### config.mk
export PLATFORM = sky130hd
export DESIGN_NAME = ppc_queue
export DESIGN_NICKNAME = d
export VERILOG_FILES = /design/src/rtl/ppc_pkg.sv /design/src/rtl/ppc_queue.sv
export SDC_FILE = /design/constraint.sdc
export NUM_CORES = 1
export LEC_CHECK = 0
export BUFFER_PORTS_ARGS = -buffer_cell sky130_fd_sc_hd__buf_4
export CAP_MARGIN = 20
export CORE_AREA = 2 2 275 277
export DETAILED_ROUTE_END_ITERATION = 6
export DIE_AREA = 0 0 277 279
export PLACE_DENSITY = 0.6
export SETUP_SLACK_MARGIN = 0.4
export SYNTH_ARGS = -nofsm -noshare
export SYNTH_HDL_FRONTEND = slang
export SYNTH_SLANG_ARGS = --single-unit
### constraint.sdc
create_clock -name clk -period 23.4 [get_ports clk]
set_input_delay 4.68 -clock clk [delete_from_list [all_inputs] [get_ports clk]]
set_output_delay 4.68 -clock clk [all_outputs]
set_load 0.005 [all_outputs]
### src/rtl/ppc_pkg.sv
package ppc_pkg;

	// Configuration register indexes.
	localparam logic [3:0] CFG_NORMAL_X     = 4'd0;
	localparam logic [3:0] CFG_NORMAL_Y     = 4'd1;
	localparam logic [3:0] CFG_NORMAL_Z     = 4'd2;
	localparam logic [3:0] CFG_PLANE_OFFSET = 4'd3;
	localparam logic [3:0] CFG_SMOOTHNESS   = 4'd4;
	localparam logic [3:0] CFG_BOUNCE       = 4'd5;
	localparam logic [3:0] CFG_MODE_BITS    = 4'd6;
	localparam logic [3:0] CFG_PAINT_COLOR  = 4'd7;

	// Bit positions inside mode_bits.
	localparam int MODE_INVERT     = 0;
	localparam int MODE_KILL       = 1;
	localparam int MODE_NO_RESOLVE = 2;
	localparam int MODE_RECOLOR    = 3;

	localparam logic [31:0] COUNT_MAX = 32'hFFFF_FFFF;

	typedef struct packed {
		logic signed [17:0] normal_x;
		logic signed [17:0] normal_y;
		logic signed [17:0] normal_z;
		logic signed [31:0] plane_offset;
		logic [17:0]        smoothness;
		logic [17:0]        bounce;
		logic [3:0]         mode_bits;
		logic [31:0]        paint_color;
	} cfg_t;

	typedef struct packed {
		logic signed [31:0] pos_x;
		logic signed [31:0] pos_y;
		logic signed [31:0] pos_z;
		logic signed [31:0] prev_x;
		logic signed [31:0] prev_y;
		logic signed [31:0] prev_z;
		logic               collided_before;
		logic [31:0]        frame_now;
		logic [31:0]        frame_base_in;
		logic               pass_start;
	} in_t;

	typedef struct packed {
		logic signed [31:0] new_pos_x;
		logic signed [31:0] new_pos_y;
		logic signed [31:0] new_pos_z;
		logic signed [31:0] new_prev_x;
		logic signed [31:0] new_prev_y;
		logic signed [31:0] new_prev_z;
		logic               hit;
		logic               killed;
		logic               recolor;
		logic [31:0]        frame_base_out;
		logic [31:0]        hit_total;
		logic [31:0]        ticks_since_hit;
	} out_t;

	// Classified particle handed from the front to the back.
	typedef struct packed {
		logic signed [31:0] p0;
		logic signed [31:0] p1;
		logic signed [31:0] p2;
		logic signed [31:0] q0;
		logic signed [31:0] q1;
		logic signed [31:0] q2;
		logic signed [53:0] dexact;
		logic               hit;
		logic               killed;
		logic               resolve;
		logic               recolor;
		logic [31:0]        frame_base;
		logic [31:0]        hit_total;
		logic [31:0]        ticks;
	} task_t;

endpackage

### src/rtl/ppc_queue.sv
module ppc_queue #(
	parameter int Depth = 2
) (
	input  logic           clk,
	input  logic           arst_n,
	input  logic           push_valid,
	output logic           push_ready,
	input  ppc_pkg::task_t push_data,
	output logic           pop_valid,
	input  logic           pop_ready,
	output ppc_pkg::task_t pop_data
);
	import ppc_pkg::*;

	localparam int PtrW = (Depth > 1) ? $clog2(Depth) : 1;
	localparam int CntW = $clog2(Depth + 1);

	task_t             entry_q [Depth];
	logic [PtrW-1:0]   wr_ptr_q;
	logic [PtrW-1:0]   rd_ptr_q;
	logic [CntW-1:0]   count_q;
	logic              do_push;
	logic              do_pop;

	assign push_ready = (count_q != CntW'(Depth));
	assign pop_valid  = (count_q != '0);
	assign pop_data   = entry_q[rd_ptr_q];
	assign do_push    = push_valid & push_ready;
	assign do_pop     = pop_valid & pop_ready;

	// Entry storage.
	always_ff @(posedge clk) begin
		if (do_push)
			entry_q[wr_ptr_q] <= push_data;
	end

	// Pointers and fill count.
	always_ff @(posedge clk or negedge arst_n) begin
		if (!arst_n) begin
			wr_ptr_q <= '0;
			rd_ptr_q <= '0;
			count_q  <= '0;
		end else begin
			if (do_push)
				wr_ptr_q <= (wr_ptr_q == PtrW'(Depth - 1)) ? '0 : wr_ptr_q + 1'b1;
			if (do_pop)
				rd_ptr_q <= (rd_ptr_q == PtrW'(Depth - 1)) ? '0 : rd_ptr_q + 1'b1;
			if (do_push && !do_pop)
				count_q <= count_q + 1'b1;
			else if (do_pop && !do_push)
				count_q <= count_q - 1'b1;
		end
	end

endmodule

Word level (Yosys, flattened, before mapping)
Memories as Yosys holds them, arrays and structs flattened.
Index checks and enable logic that the tools add are counted.
{"block": "word_totals", "regBits": 4, "latchBits": 0, "mem_bits_rw": 692, "mem_bits_ro": 0, "in_bits": 350, "wordCells": 23, "mem_count": 1}
{"block": "op_classes", "n_addsub": 4, "multipliers": 0, "n_div": 0, "n_lt_le_gt_ge": 0, "eq_ne": 1, "n_shift": 0, "muxes": 6, "bitwise_logic": 2, "reduce_logical": 6}
{"name": "entry_q", "depth": 2, "width": 346, "read_ports": 1, "rd_ports_with_merged_regs": 0, "wr": 1, "line": "ppc_queue.sv:18", "rtl": "task_t entry_q [Depth];"}
{"operator": "$mux W1", "n": 4}
{"operator": "$mux W2", "n": 2}
{"operator": "$reduce_bool A2 Y1", "n": 2}
{"operator": "$add A1 B1 Y1 const B", "n": 2}
{"operator": "$add A2 B1 Y2 const B", "n": 1}
{"operator": "$and A1 B1 Y1", "n": 2}
{"operator": "$logic_and A1 B1 Y1", "n": 2}
{"operator": "$logic_not A1 Y1", "n": 2}
{"operator": "$ne A2 B2 Y1 const B", "n": 1}
{"operator": "$sub A2 B1 Y2 const B", "n": 1}

Longest topological paths before layout
Gate-level depths: netlist of run 1.
{"block": "logic_depth", "depth_word": 6, "depth_mapped": 7}

Worst setup path after synthesis of run 1
Ideal clock, no wire load.
{"block": "synth_timing", "kind": "input to register", "start": "input port push_valid", "end": "memory entry_q[0][0] in the netlist's numbering, enable pin", "t_arrival_ns": 19.090, "required_ns": 22.340, "path_slack_ns": 3.250, "path_stages": 2, "path_buffers": 0, "cell_sequence": "nand2_1 -> nor2_1"}
{"block": "synth_between", "elab_chain_len": 3}
{"item": "start, declared", "line": "ppc_queue.sv:6", "rtl": "input logic push_valid,"}
{"item": "$and A1 B1 Y1", "line": "ppc_queue.sv:28", "rtl": "assign do_push = push_valid & push_ready;"}
{"item": "$mux W1", "line": "ppc_queue.sv:33", "rtl": "if (do_push)"}
{"item": "$mux W1 (not written as such)", "line": "ppc_queue.sv:34", "rtl": "entry_q[wr_ptr_q] <= push_data;"}
{"item": "end, declared", "line": "ppc_queue.sv:18"}
No other way between the ends.

==> results of run 1 <==
placed cells by master (no fill, tap or decap), types with 3 or more instances in the layout:
cell / n
clkinv_2: 20
mux2_4: 330
clkbuf_1: 6
xnor2_1: 3
clkinv_1: 7
edfxtp_1: 692
inv_6: 3
mux2_2: 16
bufinv_16: 15
clkinvlp_4: 5
buf_12: 4
dfrtp_1: 3
clkbuf_16: 76
diode_2: 7
buf_4: 703
power by group:
part	internal [uW]	total, uW	switching (uW)
clock network	769	1260	490
registers	1710	1800	89.6
logic	822	1450	626
Yosys cell counts:
cell type	count
and3_1	1
buf_12	33
buf_2	1
buf_6	5
dfrtp_1	4
edfxtp_1	692
ha_1	1
inv_1	1
mux2_2	16
mux2_4	330
nand2_1	2
nand2b_1	1
nor2_1	2
or2_2	1
xnor2_1	3
xor2_1	2
layer usage:
layer,share of wire (%),wire (microns),global-route usage [%]
met3,9.0,5680,6.04
met1,35,22300,16.8
met4,2.5,1560,5.35
met5,0.041,26,0
met2,53,33800,28.4
worst max-delay path, cell delays in order (launching register included):
cell and delay [ps]:
dfrtp_4 1040, buf_4 860, buf_12 710, mux2_4 370, buf_4 140
stage by stage:
stage	instance area, sq um	utilization [%]
after floorplan	26800	-
after global placement	32700	44.1
after detailed placement	32700	44.1
after CTS	35400	47.7
after global routing	35400	47.8
final	35400	47.8
cell type report:
type | instances | area, sq um | area share [%]
diodes | 7 | 17.5 | 0.0495
clock buffers | 82 | 1920 | 5.44
clock inverters | 55 | 748 | 2.11
inverters | 1 | 3.75 | 0.0106
multi-input cells | 359 | 5240 | 14.8
flip-flops and latches | 696 | 20900 | 59.0
well taps | 969 | 1210 | 3.43
repair buffers | 707 | 5360 | 15.1
state kept, by name, indices dropped and copies added (netlist names):
signal and count:
rd_ptr_q 1, wr_ptr_q 1, count_q 2, entry_q 692
worst min-delay path by stage:
stage | endpoint | cells after the start | slack, ps | start
6_report | count_q[1]$_DFFE_PN0P_ | 1 | 500 | count_q[1]$_DFFE_PN0P_
5_1_grt | count_q[1]$_DFFE_PN0P_ | 1 | 530 | count_q[1]$_DFFE_PN0P_
4_1_cts | count_q[1]$_DFFE_PN0P_ | 1 | 500 | count_q[1]$_DFFE_PN0P_
3_5_place_dp | count_q[1]$_DFFE_PN0P_ | 1 | 480 | count_q[1]$_DFFE_PN0P_
3_3_place_gp | count_q[1]$_DFFE_PN0P_ | 1 | 480 | count_q[1]$_DFFE_PN0P_
2_1_floorplan | count_q[1]$_DFFE_PN0P_ | 1 | 460 | count_q[1]$_DFFE_PN0P_
kinds of logic (layout without fill, tap and decap cells):
| logic type | Yosys count | after routing | share of synthesized area, % |
|---|---|---|---|
| buffers and inverters | 40 | 845 | 2.70 |
| XOR/XNOR | 5 | 5 | 0.163 |
| adder cells (fa/ha/maj) | 1 | 1 | 0.0466 |
| flip-flops | 696 | 696 | 77.8 |
| other | 0 | 7 | 0 |
| multiplexers | 346 | 346 | 19.1 |
| AND/OR/NAND/NOR | 7 | 7 | 0.126 |
==> impl_metrics.csv, run 1 <==
group,metric,value,unit
final_layout,final_nets,2192,
logic_synthesis,synth_seq_cells,696,
die,fp-row-count,100,
setup_path,worstRegToRegCells,6,
hold_path,min_path_type,"flop to flop",
setup_path,critPathKind,"flop to output pin",
die,die_w,277,microns
logic_synthesis,yosysTopAreaCell,"edfxtp_1",
setup_path,start_kind,"flop",
clocking,cts_setup_buffers,0,
clocking,cts-root-buf,"clkbuf_16",
clocking,hold_buffers,0,
place,gp_congestion,0.845,
sta,worst_pin_slew,1120,ps
logic_synthesis,ys_types,16,
sta,fin_setup_tns,0,ps
sta,setup_ws,14670,ps
status,outcome,"completed",
setup_path,cp-startpoint,"rd_ptr_q$_DFFE_PN0P_",
setup_path,r2r-end,"entry_q[0][109]$_DFFE_PP_",
sta,max_freq,0.115,GHz
setup_path,r2r-start,"count_q[0]$_DFFE_PN0P_",
sta,slew_viol_final,0,
sta,worst_clock_skew,21.3,ps
final_layout,layout-drive-gt1-share,62.2,%
setup_path,reg2reg_slack,19700,ps
place,port_buffers,697,
setup_path,setup.worst_path.end,"pop_data[114]",
global_routing,grt_pass1_wl,90200,microns
routing,wl_per_cell,22.1,microns
routing,viasPerCell,4.53,
die,pin_count,698,
logic_synthesis,netlist_instances,1095,
routing,drt_wl_total,63400,microns
logic_synthesis,syn_area_per_cell,24.5,sq um
logic_synthesis,yosysWarnings,0,
logic_synthesis,syn_area,26800,sq um
sta,setup_viol,0,
die,fp.dieH,279,microns
logic_synthesis,synthesis.nets,1446,
sta,relSlewSlack,25.2,%
clocking,clk_pin_slew,60,ps
final_layout,fill_cells,6235,
sta,finalHoldViolations,0,
sta,holdWs,499,ps
clocking,clock_path_buffers,3,
routing,drc_errors,0,
global_routing,antenna_found_initial,12,
global_routing,overflow,0,
logic_synthesis,yosysTopAreaCellShare,77.4,%
setup_path,path_max_fanout,123,
place,dpl.hpwl,44300,microns
setup_path,cp-end-kind,"output pin",
global_routing,grt_max_degree,164,
clocking,cts_tree,"built",
clocking,cts_max_level,3,
sta,period_share,37.3,%
global_routing,grt_usage,15.7,%
global_routing,grt_pass1_vias,13939,
sta,rsz0062_at_grt,"false",
place,dp.cells,2732,
clocking,numCtsBuffers,76,
die,die-area,77300,sq um
clocking,clock_sinks,696,
die,core,74100,sq um
routing,dr.pass1.iters,4,
run,drv_cap,0,
place,dpl_worst_slack,15310,ps
pwr,p_per_area,127,nW/um^2
pwr,finalPower,4510,uW
sta,layout_min_cycle_time,8730,ps
setup_path,cp.arrival,4050,ps
routing,vias,13017,
pwr,p_leak,0.0140,uW
logic_synthesis,ys_seq_area_share,77.8,%
die,initial_utilization,36.2,%
logic_synthesis,synth.area.top_cells,"edfxtp_1 77%, mux2_4 18%, buf_12 2.5%",
final_layout,area_growth,31.9,%
clocking,cts_resized,0,
routing,drt_iter0_markers,692,
final_layout,final_cell_count_no_fill,2876,
routing,ant_nets,0,
pwr,peakVddDrop,0.000134,V
setup_path,worst-endpoint-required,18720,ps
clocking,insertion_delay,620,ps
Power figures use the tool's default switching activity.
==> run 2, diff against run 1 <==
- CORE_AREA: 2 2 275 277 -> 2 2 270 272
- DIE_AREA: 0 0 277 279 -> 0 0 272 274
- PLACE_DENSITY: 0.6 -> 0.64
- clock period: 23.4 -> 7.19 ns (I/O delays scaled with it)
==> impl_metrics.csv, run 2 (synthesis gave the netlist of run 1 again) <==
group,metric,value,unit
routing,viasPerCell,4.52,
die,die-area,74500,sq um
die,pin_count,698,
run,drv_cap,0,
place,port_buffers,697,
sta,slew_viol_final,0,
place,placed_cell_area,32800,sq um
sta,rsz0062_at_grt,"false",
global_routing,overflow,0,
sta,max_freq,0.229,GHz
clocking,cts_resized,0,
final_layout,fin_area,35200,sq um
setup_path,path_max_fanout,126,
routing,ant_nets,0,
place,dpl.hpwl,42800,microns
setup_path,start_kind,"flop",
final_layout,final_nets,2193,
sta,worst_clock_skew,14.1,ps
global_routing,grt_pass1_wl,86300,microns
routing,drt_iter0_markers,839,
global_routing,antenna_found_initial,8,
final_layout,largest_reg_flops,692,
routing,wl_per_cell,21.3,microns
setup_path,worstRegToRegCells,5,
die,fp.dieH,274,microns
setup_path,cp.arrival,2920,ps
clocking,clock_path_buffers,3,
final_layout,reg.largest.list,"entry_q x692, count_q x2",
status,outcome,"completed",
die,die_w,272,microns
setup_path,worst-endpoint-required,5750,ps
clocking,cts_tree,"built",
sta,relSlewSlack,14.3,%
pwr,peakVddDrop,0.000290,V
setup_path,cp-end-kind,"output pin",
die,initial_utilization,37.3,%
clocking,clk_pin_slew,60,ps
routing,vias,12964,
global_routing,grt_max_degree,165,
clocking,numCtsBuffers,74,
routing,drc_errors,0,
sta,worst_pin_slew,1290,ps
clocking,cts_setup_buffers,0,
routing,dr.pass1.iters,4,
setup_path,critPathKind,"flop to output pin",
global_routing,grt_usage,15.6,%
sta,layout_min_cycle_time,4360,ps
clocking,clock_sinks,696,
clocking,hold_buffers,0,
global_routing,grt_pass1_vias,13682,
die,core,72000,sq um
final_layout,layout_commonest_cell,"buf_4",
die,fp-row-count,99,
hold_path,min_path_type,"flop to flop",
pwr,p_leak,0.0139,uW
clocking,cts-root-buf,"clkbuf_16",
sta,finalHoldViolations,0,
final_layout,area_growth,31.0,%
final_layout,regMostFlops,"entry_q",
sta,setup_viol,0,
clocking,cts_max_level,3,
sta,period_share,60.6,%
place,gp_congestion,0.820,
final_layout,layout-drive-gt1-share,61.2,%
hold_path,hold_depth,1,
final_layout,layout_common_cells,"703 x buf_4, 692 x edfxtp_1, 330 x mux2_4",
sta,fin_setup_tns,0,ps
clocking,insertion_delay,600,ps
routing,drt_wl_total,61100,microns
pwr,p_per_area,406,nW/um^2
run 2: cell count changes in the layout (fill, tap and decap cells not counted), moves of 2 or more:
cell	delta
clkinv_1	+11
clkinv_2	-11
bufinv_16	-9
clkbuf_1	+9
clkinvlp_4	-4
clkinv_4	+3
buf_12	+2
clkinv_16	-2
run 2: worst paths after layout:
| check | from | end | slack (ps) |
|---|---|---|---|
| worst max-delay path | rd_ptr_q$_DFFE_PN0P_ | pop_data[155] | 2830 |
| worst min-delay path | count_q[1]$_DFFE_PN0P_ | count_q[1]$_DFFE_PN0P_ | 500 |
| worst max register to register | count_q[0]$_DFFE_PN0P_ | entry_q[0][181]$_DFFE_PP_ | 4460 |
| worst min register to register | count_q[1]$_DFFE_PN0P_ | count_q[1]$_DFFE_PN0P_ | 500 |
| max in group asynchronous | arst_n | rd_ptr_q$_DFFE_PN0P_ | 6440 |
| min in group asynchronous | arst_n | count_q[1]$_DFFE_PN0P_ | 630 |
run 2: final cells by class:
type / instances / area (sq um)
fill: 5970 / 36800
sequential: 696 / 20900
timing repair buffer: 710 / 5430
multi-input combinational: 359 / 5250
clock buffer: 92 / 1980
tap: 959 / 1200
clock inverter: 42 / 397
antenna: 6 / 15.0
inverter: 1 / 3.75
run 2: worst max-delay path, stage by stage (launching register included):
cell     delay (ps)
dfrtp_4         880
buf_12          560
mux2_4          360
buf_4           140
run 2: metal layers:
metal	global-route usage, %	share of wire [%]	vias up
li1	-	-	5888
met1	17.3	36	6525
met2	27.3	53	457
met3	5.25	8.2	94
met4	6.51	3.0	0
met5	0	0	-
run 2: power by group:
group | internal [uW] | total (uW) | switching (uW)
clock | 2180 | 3710 | 1530
sequential | 5570 | 5840 | 274
combinational | 2700 | 4710 | 2010
run 2: stage by stage:
stage               utilization, %  setup slack, ps  hold WS (ps)  total power [uW]  cells
CTS                           48.8             2780           499             14500   2859
finish                        48.9             2830           498             14300   2865
global route                  48.8             2720           518             14900   2863
detailed placement            45.5             3450           485             10700   2725
floorplan                        -              174           456              8970   1095
global placement              45.5             3430           476             10600   2724
==> run 3, diff against run 2 <==
- CORE_AREA: 2 2 270 272 -> 2 2 272 274
- DIE_AREA: 0 0 272 274 -> 0 0 274 276
- PLACE_DENSITY: 0.64 -> 0.61
- clock period: 7.19 -> 4.55 ns (I/O delays scaled with it)
==> impl_metrics.csv, run 3 (synthesis gave the netlist of run 1 again) <==
group,metric,value,unit
final_layout,layout_commonest_cell,"buf_4",
setup_path,path_cells,"buf_12 > buf_12 > mux2_4 > buf_4",
routing,drt_wl_total,64800,microns
sta,max_freq,0.285,GHz
die,fp.dieH,276,microns
clocking,cts-root-buf,"clkbuf_16",
routing,dr.pass1.iters,5,
pwr,p_leak,0.0140,uW
clocking,cts_max_level,3,
routing,ant_nets,0,
die,pin_count,698,
status,outcome,"completed",
clocking,cts_tree,"built",
place,gp_congestion,0.861,
setup_path,cp.arrival,2590,ps
global_routing,antenna_found_initial,12,
setup_path,path_max_fanout,60,
setup_path,critical_path_depth,4,
die,core,72600,sq um
sta,slew_viol_final,0,
pwr,p_per_area,640,nW/um^2
final_layout,reg.largest.list,"entry_q x692, count_q x2",
sta,rsz0062_at_grt,"false",
setup_path,crit_path_frequent_cell,"buf_12",
sta,setup_viol,0,
clocking,cts_resized,0,
routing,vias,13123,
final_layout,layout_common_cells,"718 x buf_4, 692 x edfxtp_1, 330 x mux2_4",
final_layout,regMostFlops,"entry_q",
die,die_w,274,microns
routing,drc_errors,0,
sta,period_share,77.0,%
clocking,clock_sinks,696,
clocking,insertion_delay,610,ps
place,port_buffers,697,
sta,setup_ws,1050,ps
pwr,finalPower,22600,uW
global_routing,grt_pass1_vias,14024,
sta,worst_pin_slew,907,ps
sta,finalHoldViolations,0,
final_layout,final_nets,2214,
setup_path,crit_path_top_delay_cell,"dfrtp_4",
place,dpl_worst_slack,1650,ps
setup_path,crit_buf_inv,3,
setup_path,cp-end-kind,"output pin",
clocking,cts_setup_buffers,0,
setup_path,max_stage_delay,670,ps
setup_path,start_kind,"flop",
routing,viasPerCell,4.54,
clocking,numCtsBuffers,77,
sta,worst_clock_skew,25.0,ps
setup_path,path_delay_family,"buffers and inverters",
die,fp-row-count,99,
final_layout,layout-drive-gt1-share,61.6,%
clocking,hold_buffers,0,
clocking,clk_pin_slew,60,ps
setup_path,worst-endpoint-required,3640,ps
sta,layout_min_cycle_time,3500,ps
setup_path,worstRegToRegCells,5,
setup_path,critPathKind,"flop to output pin",
routing,wl_per_cell,22.4,microns
routing,drt_iter0_markers,663,
pwr,peakVddDrop,0.000437,V
die,die-area,75600,sq um
final_layout,area_growth,31.5,%
global_routing,grt_max_degree,133,
sta,holdWs,117,ps
final_layout,largest_reg_flops,692,
place,dpl.hpwl,46300,microns
hold_path,min_path_type,"input port to asynchronous set/reset pin",
global_routing,overflow,0,
run,drv_cap,0,
clocking,clock_path_buffers,3,
final_layout,fin_area,35300,sq um
place,placed_cell_area,32900,sq um
die,initial_utilization,37.0,%
global_routing,grt_usage,16.5,%
sta,relSlewSlack,39.5,%
global_routing,grt_pass1_wl,91800,microns
[run 3: layer usage]
| layer | share of wire [%] | global-route usage [%] |
|---|---|---|
| met1 | 35 | 17.5 |
| met2 | 52 | 28.9 |
| met3 | 9.3 | 6.47 |
| met4 | 3.4 | 7.36 |
| met5 | 0.076 | 0 |
[run 3: power by group]
| part | total [uW] | internal (uW) | switching, uW |
|---|---|---|---|
| sequential | 9190 | 8770 | 418 |
| combinational | 7650 | 4310 | 3340 |
| clock | 5730 | 3300 | 2430 |
| total | 22600 | 16400 | 6190 |
[run 3: final timing paths]
kind	start	to	slack [ps]
setup reg to reg	count_q[0]$_DFFE_PN0P_	entry_q[0][255]$_DFFE_PP_	2070
hold / removal	arst_n	rd_ptr_q$_DFFE_PN0P_	120
hold reg to reg	count_q[1]$_DFFE_PN0P_	count_q[1]$_DFFE_PN0P_	500
max in group asynchronous	arst_n	rd_ptr_q$_DFFE_PN0P_	4310
setup / recovery	rd_ptr_q$_DFFE_PN0P_	pop_data[172]	1050
min in group clk	push_data[285]	entry_q[0][285]$_DFFE_PP_	480
[run 3: stage by stage]
step / setup TNS (ps) / util (%) / cells
after global routing: 0 / 48.6 / 2890
final: 0 / 48.6 / 2890
after floorplan: -1012770 / - / 1095
after global placement: 0 / 45.4 / 2743
after CTS: 0 / 48.6 / 2881
after detailed placement: 0 / 45.4 / 2743
[run 3: layout make-up]
| type | count | area, sq um |
|---|---|---|
| clock inverters | 40 | 278 |
| clock buffers | 98 | 2050 |
| inverters | 1 | 3.75 |
| multi-input cells | 359 | 5250 |
| well taps | 959 | 1200 |
| flip-flops and latches | 696 | 20900 |
| repair buffers | 728 | 5590 |
| diodes | 9 | 22.5 |
| fillers | 6104 | 37300 |
